[config.mk]
export PLATFORM = sky130hd
export DESIGN_NAME = double_pulse_sequencer
export DESIGN_NICKNAME = d
export VERILOG_FILES = /design/src/design/dps_pkg.sv /design/src/design/dps_cfg_regs.sv /design/src/design/dps_core.sv /design/src/design/double_pulse_sequencer.sv
export SDC_FILE = /design/constraint.sdc
export NUM_CORES = 1
export LEC_CHECK = 0
export ABC_AREA = 1
export BUFFER_PORTS_ARGS = -buffer_cell sky130_fd_sc_hd__buf_4
export CAP_MARGIN = 10
export CORE_MARGIN = 4
export CORE_UTILIZATION = 25
export CTS_CLUSTER_DIAMETER = 50
export DETAILED_ROUTE_END_ITERATION = 10
export GPL_ROUTABILITY_DRIVEN = 0
export PLACE_DENSITY = 0.49
export RECOVER_POWER = 100
export SYNTH_ARGS = -nofsm -noshare
export SYNTH_HDL_FRONTEND = slang
export SYNTH_SLANG_ARGS = --single-unit
[constraint.sdc]
create_clock -name clk -period 3.3 [get_ports clk]
set_input_delay 0 -clock clk [delete_from_list [all_inputs] [get_ports clk]]
set_output_delay 0 -clock clk [all_outputs]
set_load 0.05 [all_outputs]
[src/design/dps_pkg.sv]
// ============================================================================
// dps_pkg: shared types and constants of the double pulse sequencer
// Phase codes, register indexes, reset values and the result item layout.
// ============================================================================
package dps_pkg;

    localparam int CFG_DATA_W  = 32;
    localparam int CFG_INDEX_W = 3;
    localparam int NUM_REGS    = 5;
    localparam int ITEM_DATA_W = 8;

    localparam logic [CFG_INDEX_W-1:0] REG_BLINK_HALF   = 3'd0;
    localparam logic [CFG_INDEX_W-1:0] REG_BLANKING     = 3'd1;
    localparam logic [CFG_INDEX_W-1:0] REG_FIRST_PULSE  = 3'd2;
    localparam logic [CFG_INDEX_W-1:0] REG_GAP          = 3'd3;
    localparam logic [CFG_INDEX_W-1:0] REG_SECOND_PULSE = 3'd4;

    localparam logic [CFG_DATA_W-1:0] RST_BLINK_HALF   = 32'd100000000;
    localparam logic [CFG_DATA_W-1:0] RST_BLANKING     = 32'd10000;
    localparam logic [CFG_DATA_W-1:0] RST_FIRST_PULSE  = 32'd500;
    localparam logic [CFG_DATA_W-1:0] RST_GAP          = 32'd200;
    localparam logic [CFG_DATA_W-1:0] RST_SECOND_PULSE = 32'd100;

    typedef enum logic [2:0] {
        PH_WAIT   = 3'd0,
        PH_BLANK  = 3'd1,
        PH_PULSE1 = 3'd2,
        PH_GAP    = 3'd3,
        PH_PULSE2 = 3'd4,
        PH_DONE   = 3'd5
    } phase_t;

    // First field in the highest bit.
    typedef struct packed {
        logic sequence_done;
        logic armed_led_on;
        logic status_led_on;
        logic pulse_out;
    } dps_result_t;

endpackage

[src/design/dps_cfg_regs.sv]
// ============================================================================
// dps_cfg_regs: configuration registers
// Holds the five duration registers and presents them clamped to the width
// of the tick counters.
// ============================================================================
module dps_cfg_regs
    import dps_pkg::*;
#(
    parameter int TICK_COUNT_BITS = 32
) (
    input  logic                                    clk,
    input  logic                                    rst_n,
    input  logic                                    cfg_wen,
    input  logic [CFG_INDEX_W-1:0]                  cfg_index,
    input  logic [CFG_DATA_W-1:0]                   cfg_wdata,
    output logic [NUM_REGS-1:0][TICK_COUNT_BITS-1:0] limits
);

    localparam int LW = (TICK_COUNT_BITS > CFG_DATA_W) ? TICK_COUNT_BITS : CFG_DATA_W;

    logic [NUM_REGS-1:0][CFG_DATA_W-1:0] value_reg;

    always_ff @(posedge clk or negedge rst_n)
    begin
        if (!rst_n)
        begin
            value_reg[REG_BLINK_HALF]   <= RST_BLINK_HALF;
            value_reg[REG_BLANKING]     <= RST_BLANKING;
            value_reg[REG_FIRST_PULSE]  <= RST_FIRST_PULSE;
            value_reg[REG_GAP]          <= RST_GAP;
            value_reg[REG_SECOND_PULSE] <= RST_SECOND_PULSE;
        end
        else if (cfg_wen)
        begin
            unique case (cfg_index)
                REG_BLINK_HALF:   value_reg[REG_BLINK_HALF]   <= cfg_wdata;
                REG_BLANKING:     value_reg[REG_BLANKING]     <= cfg_wdata;
                REG_FIRST_PULSE:  value_reg[REG_FIRST_PULSE]  <= cfg_wdata;
                REG_GAP:          value_reg[REG_GAP]          <= cfg_wdata;
                REG_SECOND_PULSE: value_reg[REG_SECOND_PULSE] <= cfg_wdata;
                default:          ;
            endcase
        end
    end

    localparam logic [LW-1:0] CNT_MAX_EXT = LW'({TICK_COUNT_BITS{1'b1}});

    always_comb
    begin
        logic [LW-1:0] v_ext;
        for (int i = 0; i < NUM_REGS; i++)
        begin
            v_ext = LW'(value_reg[i]);
            if (v_ext > CNT_MAX_EXT)
                limits[i] = CNT_MAX_EXT[TICK_COUNT_BITS-1:0];
            else
                limits[i] = v_ext[TICK_COUNT_BITS-1:0];
        end
    end

endmodule

[src/design/dps_core.sv]
// ============================================================================
// dps_core: phase sequencer
// Advances the waiting blink counter or the timed phase counter by one tick
// for each item and forms the result item for that tick.
// ============================================================================
module dps_core
    import dps_pkg::*;
#(
    parameter int TICK_COUNT_BITS = 32
) (
    input  logic                                     clk,
    input  logic                                     rst_n,
    input  logic                                     step_en,
    input  logic                                     button_level,
    input  logic [NUM_REGS-1:0][TICK_COUNT_BITS-1:0] limits,
    output dps_result_t                              result
);

    localparam logic [TICK_COUNT_BITS-1:0] CNT_MAX = {TICK_COUNT_BITS{1'b1}};

    phase_t                     phase_reg, phase_next;
    logic [TICK_COUNT_BITS-1:0] phase_count_reg, phase_count_next;
    logic [TICK_COUNT_BITS-1:0] blink_count_reg, blink_count_next;
    logic                       status_led_reg, status_led_next;

    logic [TICK_COUNT_BITS-1:0] blink_inc;
    logic [TICK_COUNT_BITS-1:0] phase_inc;
    logic [TICK_COUNT_BITS-1:0] phase_limit;

    assign blink_inc = blink_count_reg + TICK_COUNT_BITS'(1);
    assign phase_inc = (phase_count_reg == CNT_MAX) ? phase_count_reg
                                                    : phase_count_reg + TICK_COUNT_BITS'(1);

    always_comb
    begin
        unique case (phase_reg)
            PH_BLANK:  phase_limit = limits[REG_BLANKING];
            PH_PULSE1: phase_limit = limits[REG_FIRST_PULSE];
            PH_GAP:    phase_limit = limits[REG_GAP];
            default:   phase_limit = limits[REG_SECOND_PULSE];
        endcase
    end

    // Next state.
    always_comb
    begin
        phase_next       = phase_reg;
        phase_count_next = phase_count_reg;
        blink_count_next = blink_count_reg;
        status_led_next  = status_led_reg;
        unique case (phase_reg)
            PH_WAIT:
            begin
                if (!button_level)
                begin
                    status_led_next  = 1'b0;
                    phase_next       = PH_BLANK;
                    phase_count_next = '0;
                end
                else if (blink_inc >= limits[REG_BLINK_HALF])
                begin
                    status_led_next  = ~status_led_reg;
                    blink_count_next = '0;
                end
                else
                begin
                    blink_count_next = blink_inc;
                end
            end
            PH_BLANK, PH_PULSE1, PH_GAP, PH_PULSE2:
            begin
                if (phase_inc >= phase_limit)
                begin
                    phase_count_next = '0;
                    unique case (phase_reg)
                        PH_BLANK:  phase_next = PH_PULSE1;
                        PH_PULSE1: phase_next = PH_GAP;
                        PH_GAP:    phase_next = PH_PULSE2;
                        default:   phase_next = PH_DONE;
                    endcase
                end
                else
                begin
                    phase_count_next = phase_inc;
                end
            end
            default:
            begin
                phase_next = PH_DONE;
            end
        endcase
    end

    // Outputs for this tick.
    always_comb
    begin
        result               = '0;
        result.status_led_on = status_led_next;
        unique case (phase_reg)
            PH_WAIT:
            begin
                result.armed_led_on = ~button_level;
            end
            PH_BLANK, PH_GAP:
            begin
                result.armed_led_on = 1'b1;
            end
            PH_PULSE1, PH_PULSE2:
            begin
                result.armed_led_on = 1'b1;
                result.pulse_out    = 1'b1;
            end
            default:
            begin
                result.armed_led_on  = 1'b1;
                result.sequence_done = 1'b1;
            end
        endcase
    end

    always_ff @(posedge clk or negedge rst_n)
    begin
        if (!rst_n)
        begin
            phase_reg       <= PH_WAIT;
            phase_count_reg <= '0;
            blink_count_reg <= '0;
            status_led_reg  <= 1'b0;
        end
        else if (step_en)
        begin
            phase_reg       <= phase_next;
            phase_count_reg <= phase_count_next;
            blink_count_reg <= blink_count_next;
            status_led_reg  <= status_led_next;
        end
    end

endmodule

[src/design/double_pulse_sequencer.sv]
// ============================================================================
// double_pulse_sequencer: double pulse test generator
// Stream wrapper around the phase sequencer with input and result registers.
// ============================================================================
// Each input item is one base-clock tick carrying the trigger button level
// (active low). The block takes one item per clock cycle unless a stalled
// output holds it back, and returns one result item per input item: the item
// is held in the input register, then the phase and counter update in the
// core writes the result register. Durations, set on the configuration port,
// are clamped to the TICK_COUNT_BITS-wide tick counters; a value of zero acts
// as one tick. After the second pulse the block stays done until reset.
module double_pulse_sequencer
    import dps_pkg::*;
#(
    parameter int TICK_COUNT_BITS = 32
) (
    input  logic                   clk,
    input  logic                   rst_n,
    input  logic                   cfg_wen,
    input  logic [CFG_INDEX_W-1:0] cfg_index,
    input  logic [CFG_DATA_W-1:0]  cfg_wdata,
    input  logic                   s_tvalid,
    output logic                   s_tready,
    input  logic [ITEM_DATA_W-1:0] s_tdata,   // [0] button_level
    output logic                   m_tvalid,
    input  logic                   m_tready,
    output logic [ITEM_DATA_W-1:0] m_tdata    // [0] pulse_out, [1] status_led_on,
                                              // [2] armed_led_on, [3] sequence_done
);

    logic        in_valid_reg;
    logic        in_button_reg;
    logic        out_valid_reg;
    dps_result_t out_data_reg;
    dps_result_t result;
    logic        advance;

    logic [NUM_REGS-1:0][TICK_COUNT_BITS-1:0] limits;

    assign advance  = in_valid_reg && (!out_valid_reg || m_tready);
    assign s_tready = !in_valid_reg || advance;
    assign m_tvalid = out_valid_reg;
    assign m_tdata  = {(ITEM_DATA_W - $bits(dps_result_t))'(0), out_data_reg};

    dps_cfg_regs #(
        .TICK_COUNT_BITS (TICK_COUNT_BITS)
    ) u_cfg (
        .clk       (clk),
        .rst_n     (rst_n),
        .cfg_wen   (cfg_wen),
        .cfg_index (cfg_index),
        .cfg_wdata (cfg_wdata),
        .limits    (limits)
    );

    dps_core #(
        .TICK_COUNT_BITS (TICK_COUNT_BITS)
    ) u_core (
        .clk          (clk),
        .rst_n        (rst_n),
        .step_en      (advance),
        .button_level (in_button_reg),
        .limits       (limits),
        .result       (result)
    );

    always_ff @(posedge clk or negedge rst_n)
    begin
        if (!rst_n)
        begin
            in_valid_reg  <= 1'b0;
            out_valid_reg <= 1'b0;
        end
        else
        begin
            if (s_tready)
                in_valid_reg <= s_tvalid;
            if (advance)
                out_valid_reg <= 1'b1;
            else if (m_tready)
                out_valid_reg <= 1'b0;
        end
    end

    always_ff @(posedge clk)
    begin
        if (s_tvalid && s_tready)
            in_button_reg <= s_tdata[0];
        if (advance)
            out_data_reg <= result;
    end

endmodule
**Yosys cells after proc, flatten, opt, wreduce, memory -nomap -nowiden**

Cells that the tools add are included.

- Register bits after elaboration: 235
- Input port bits: 48
- Logic and storage cells: 81
- Output and inout bits: 10

- Equality and inequality tests: 11
- Bitwise gates (word level): 2
- Reduce and logical (&&, ||, !) cells: 21
- $add $sub $neg: 2
- Magnitude comparators: 7
- Mux-type cells: 22

Operators by type and width:

| operator | number |
|---|---|
| $mux 32 | 9 |
| $gt 32x32->1 const B | 5 |
| $pmux 32 s3 | 1 |
| $add 32x1->32 const B | 2 |
| $ge 32x32->1 | 2 |
| $pmux 32 s2 | 1 |
| $eq 32x32->1 const B | 1 |
| $eq 3x2->1 const B | 4 |
| $reduce_and 2->1 | 5 |
| $pmux 3 s3 | 1 |
| $reduce_and 3->1 | 3 |
| $mux 1 | 7 |
| $eq 3x1->1 const B | 2 |
| $eq 3x3->1 const B | 2 |
| $logic_not 3->1 | 2 |
| $mux 3 | 2 |
| $pmux 3 s2 | 1 |
| $reduce_or 5->1 | 1 |
| $reduce_bool 2->1 | 2 |
| $reduce_or 4->1 | 1 |
| $logic_and 1x1->1 | 2 |
| $logic_not 1->1 | 2 |
| $logic_or 1x1->1 | 2 |
| $ne 2x1->1 const B | 1 |
| 3 further kinds | 4 |

**Longest topological paths before layout**

- Depth in word-level cells: 6
- Gate-level depth with buffers: 24
- Gate-level depth less buffers: 24

**Cells and area by module**

A second synthesis with hierarchy kept.

- Cell total of the unflattened synthesis: 1755
- Area total of the unflattened synthesis: 13409.1 µm²

Modules (own cells, without submodules):

| module | area an instance (µm²) | times used | seq. area each (µm²) | cells an instance |
|---|---|---|---|---|
| dps_core | 6811.5 | 1 | 1701.6 | 1030 |
| dps_cfg_regs | 6318.6 | 1 | 4040.1 | 703 |
| double_pulse_sequencer | 279.0 | 1 | 200.2 | 22 |

**Worst setup path after synthesis**

No wires, ideal clock.

- Kind: reg-to-reg
- Start point: reg u_core.phase_count_reg[0]
- End point: reg u_core.phase_count_reg[24]
- Setup slack: 0.372 ns
- Data arrival time: 2.863 ns
- Library setup time: 0.065 ns
- Period minus slack after synthesis: 2.928 ns
- Cell stages (with the launch flop): 23
- Path buffers: 2
- Data required time: 3.235 ns
- Cell sequence: dfrtp_1 ha_1 nand2_1 nor2_2 nand2_1 nor2_2 nand4_2 buf_2 o21ai_1 inv_1 ha_1 a21oi_1 o21ai_0 nand2_1 nand2_1 nand2_1 nand2_1 nand2_1 nand3_1 nor2_1 buf_2 nand3_1 nand2_1

- Cells in the longest elaborated chain, start to end: 5
- Elaborated cells between the ends (all ways): 6
- Classes of those cells: 1 x add/sub; 1 x order compare; 1 x eq/ne; 3 x mux

Ends and longest elaborated chain:

| element | RTL line | text |
|---|---|---|
| start, declared | dps_core.sv:22 | `logic [TICK_COUNT_BITS-1:0] phase_count_reg, phase_count_next;` |
| start signal, assigned | dps_core.sv:133 | `phase_count_reg <= phase_count_next;` |
| $add 32x1->32 or $eq 32x32->1 (tied branches) | dps_core.sv:32, dps_core.sv:31 |  |
| $mux 32 * | dps_core.sv:31 | `assign phase_inc = (phase_count_reg == CNT_MAX) ? phase_count_reg` |
| $ge 32x32->1 | dps_core.sv:72 | `if (phase_inc >= phase_limit)` |
| $mux 32 * | dps_core.sv:72 |  |
| $pmux 32 s2 * | dps_core.sv:51 | `unique case (phase_reg)` |

Mark *: on every way between the ends. The rest lies on a longest branch, timed or not.
A chain may end at the register's enable or synchronous reset.

**Final worst setup path**

- Start point: reg u_core.phase_count_reg[1]
- End point: reg u_core.phase_count_reg[10]

Same word-level chain as after synthesis.

==> out/qor.yml <==
power:
  seqPwrFrac: 0.388
  clkPwrFrac: 0.427
  power_density_mw_per_mm2: 525.9
  switching_share: 0.2991
  pwr-share-comb: 0.185
  p_switching_w: 0.002766
  ir_drop_mv: 0.3817
  internal_power_w: 0.006481
  power.leakage_nw: 8.425
  finalPower_w: 0.009247
placed_design:
  placed_cells: 2365
  portBuffers: 46
  hpwl_um: 26380
  postPlaceCellArea_mm2: 0.01478
global_route:
  track_usage: 0.1353
  grt_max_degree: 127
  grt_overflow: 0
  grt_pass1_vias: 10921
  antenna_found_initial: 0
  grt_pass1_wl_um: 61220
yosys:
  syn_area_mm2: 0.01297
  ys.warnings.count: 0
  yosysTopAreaCellShare: 0.3879
  synth_area_leader_cell: "dfrtp_1"
  synth-adder-area-share: 0.06369
  synth.area.mux_share: 0
  synth.most_common_cell: "nand2_1"
  synth_seq_cells: 235
  yosys.area_share.xor_xnor: 0.03040
  ys.flop_type: "dfrtp_1"
  syn_inst: 1601
  synth_top_family_by_area: "simple AND/OR/NAND/NOR gates"
  synthSimpleGateAreaFrac: 0.2244
  synth_edf_count: 5
  async_reset_ff_frac: 0.9787
  ys_seq_area_frac: 0.4583
  synth_compound_area_frac: 0.1438
  synth.avg_cell_area_um2: 8.099
  synth_common_cells: "nand2_1 (466), dfrtp_1 (201), inv_1 (189)"
  synthTopCellsByArea: "dfrtp_1 (39%), nand2_1 (13%), o21ai_0 (7.1%), ha_1 (6.4%), dfstp_2 (5.9%)"
  yosysUniqueCellTypes: 43
timing:
  final-hold-violation-count: 0
  grt_setup_unrepaired: "true"
  fin_crit_ns: 3.275
  fin_crit_sh: 0.9924
  hold_ws_ns: 0.1415
  worst_pin_slew_ns: 2.791
  slew_headroom: -0.8605
  drv_slew: 322
  fmax_ghz: 0.3053
  fin_skew_ns: 0.02136
  setup_viol: 0
clock_tree:
  cts.sinks: 235
  root_buffer: "clkbuf_16"
  htree_levels: 2
  cts_made_buffers: 37
  path_clk_slew_ns: 0.05
  clk_latency_ns: 0.54
  cts_tree: "yes"
  clk_path_buf_depth: 3
drt:
  via_count: 11386
  drc: 0
  postRouteAntennaNets: 0
  drtIter0Drc: 776
  avgViaCountPerCell: 4.556
  wl_per_cell_um: 15.65
  routed_wl_um: 39110
  first_pass_iters: 5
layout:
  fillCellCount: 5376
  largest_register_ffs: 160
  final_nets: 1905
  multi_input_comb_area_mm2: 0.006910
  final-seq-area_mm2: 0.005951
  layout-drive-gt1-share: 0.2606
  design_area_mm2: 0.01758
  finalNonFillerCells: 2499
  antenna_cells: 0
  final_core_util: 0.3427
  synthToLayoutAreaGrowth_pct: 35.61
die:
  die_y_um: 235.7
  die_x_um: 235.7
  fp.coreArea_mm2: 0.05130
  row_count: 83
  io_pins: 58
  die_area_mm2: 0.05557
  start_util: 0.2527
setup_path:
  critPathArrivalTime_ns: 3.74
  path_class: "reg -> reg"
  rrSetupSlack_ns: 0.02
  cp-start-kind: "flop"
  worst-path-max-fanout: 8
  worst_setup_path_end_kind: "flop"
  worstPathRequired_ns: 3.76
outcome:
  violations: "max-capacitance violations, max-slew violations"
  status: "complete, but fails checks"
flow_run:
  cap_viol_max_count: 4
worst_hold_path:
  min_path_type: "in -> reg"
[critical path, stage by stage (launching register included)]
cell       delay (ns)
dfrtp_1          0.41
ha_2             0.21
nand2_2          0.07
nor2_4           0.15
nand2_4          0.08
nor2_4           0.10
nand4_2          0.22
buf_12           0.24
buf_12           0.14
nand2_2          0.09
ha_1             0.24
nand2_2          0.09
nor2_2           0.05
nand4_1          0.10
inv_2            0.07
nand2_2          0.06
nand2_2          0.07
nand2_2          0.09
nand3_2          0.08
nor2_4           0.25
clkbuf_16        0.23
nand3_2          0.06
nand2_1          0.07
[power groups by stage]
| stage | sequential [W] | combinational, W | clock [W] |
|---|---|---|---|
| global placement | 0.00360 | 0.00138 | 0 |
| finish | 0.00359 | 0.00171 | 0.00395 |
| global route | 0.00363 | 0.00194 | 0.00419 |
| detailed placement | 0.00362 | 0.00141 | 0 |
| CTS | 0.00358 | 0.00146 | 0.00406 |
| floorplan | 0.00360 | 0.000891 | 0 |
[cells in the final DEF, fill, tap and decap left out, types with 9 or more instances in the layout]
| master | synthesis | final |
|---|---|---|
| nand2_2 | 1 | 36 |
| nor2_2 | 5 | 24 |
| nand4_1 | 25 | 25 |
| nand3_2 | 1 | 28 |
| nor2_4 | 6 | 16 |
| dlygate4sd3_1 | 0 | 38 |
| a22oi_1 | 17 | 17 |
| dfrtp_1 | 201 | 194 |
| o21ai_2 | 0 | 9 |
| ha_4 | 0 | 9 |
| a22o_1 | 17 | 17 |
| clkbuf_16 | 0 | 44 |
| nand3_1 | 63 | 34 |
| a221oi_1 | 15 | 11 |
| xor2_1 | 35 | 29 |
| o22ai_2 | 20 | 17 |
| a21oi_2 | 0 | 13 |
| clkbuf_1 | 42 | 13 |
| dfstp_2 | 29 | 27 |
| nand2_1 | 466 | 423 |
| buf_12 | 0 | 9 |
| nor3_1 | 21 | 11 |
| nor3_2 | 3 | 9 |
| a21oi_1 | 40 | 26 |
| nor2_1 | 87 | 58 |
| o21ai_0 | 184 | 174 |
| buf_4 | 7 | 135 |
| inv_1 | 189 | 184 |
| ha_1 | 66 | 56 |
[path summary, 6_finish.rpt]
path | from | endpoint | depth (start not counted)
max | u_core.phase_count_reg[1] | u_core.phase_count_reg[10] | 22
min | cfg_index[1] | u_cfg.value_reg[72] | 5
max reg2reg | u_core.phase_count_reg[1] | u_core.phase_count_reg[10] | 22
min reg2reg | u_cfg.value_reg[128] | u_cfg.value_reg[128] | 2
max in group asynchronous | rst_n | u_core.blink_count_reg[26] | 3
min in group asynchronous | rst_n | u_cfg.value_reg[38] | 2
[cells by family after synthesis]
logic type      Yosys count
other cells               1
compound gates          307
fa+ha+maj                66
simple gates            690
xor+xnor                 45
flops                   235
buf+inv                 257
[timing repair]
action                     in CTS  in global routing
gates cloned                    0                  7
hold buffers                   38                  0
hold endpoints to repair      266                  0
gates resized for setup        12                214
pin swaps                       3                 79
buffers inserted                3                 19
setup endpoints to repair      31                 69
[metal layers]
metal,global-route usage,part of all wire,up-vias
met4,0.03435,0.020,0
met5,0,0,-
met2,0.2132,0.47,221
met3,0.02413,0.041,45
met1,0.1927,0.47,5506
li1,-,-,5614
[area by class of cell]
type | instances | area share
inverter | 195 | 0.04220
clock buffer | 45 | 0.05785
multi-input combinational | 1112 | 0.3930
timing repair buffer | 210 | 0.1065
tap | 680 | 0.04839
sequential | 235 | 0.3384
clock inverter | 22 | 0.01359
[per-stage QoR]
stage	worst slack, ns	TNS, ns
final	0.02494	0
after global routing	-0.1454	-7.648
after CTS	0.003226	0
after detailed placement	-0.1928	-2.102
after global placement	-0.1427	-2.239
after floorplan	0.3719	0
No activity file was read; power rests on OpenSTA's default activity.
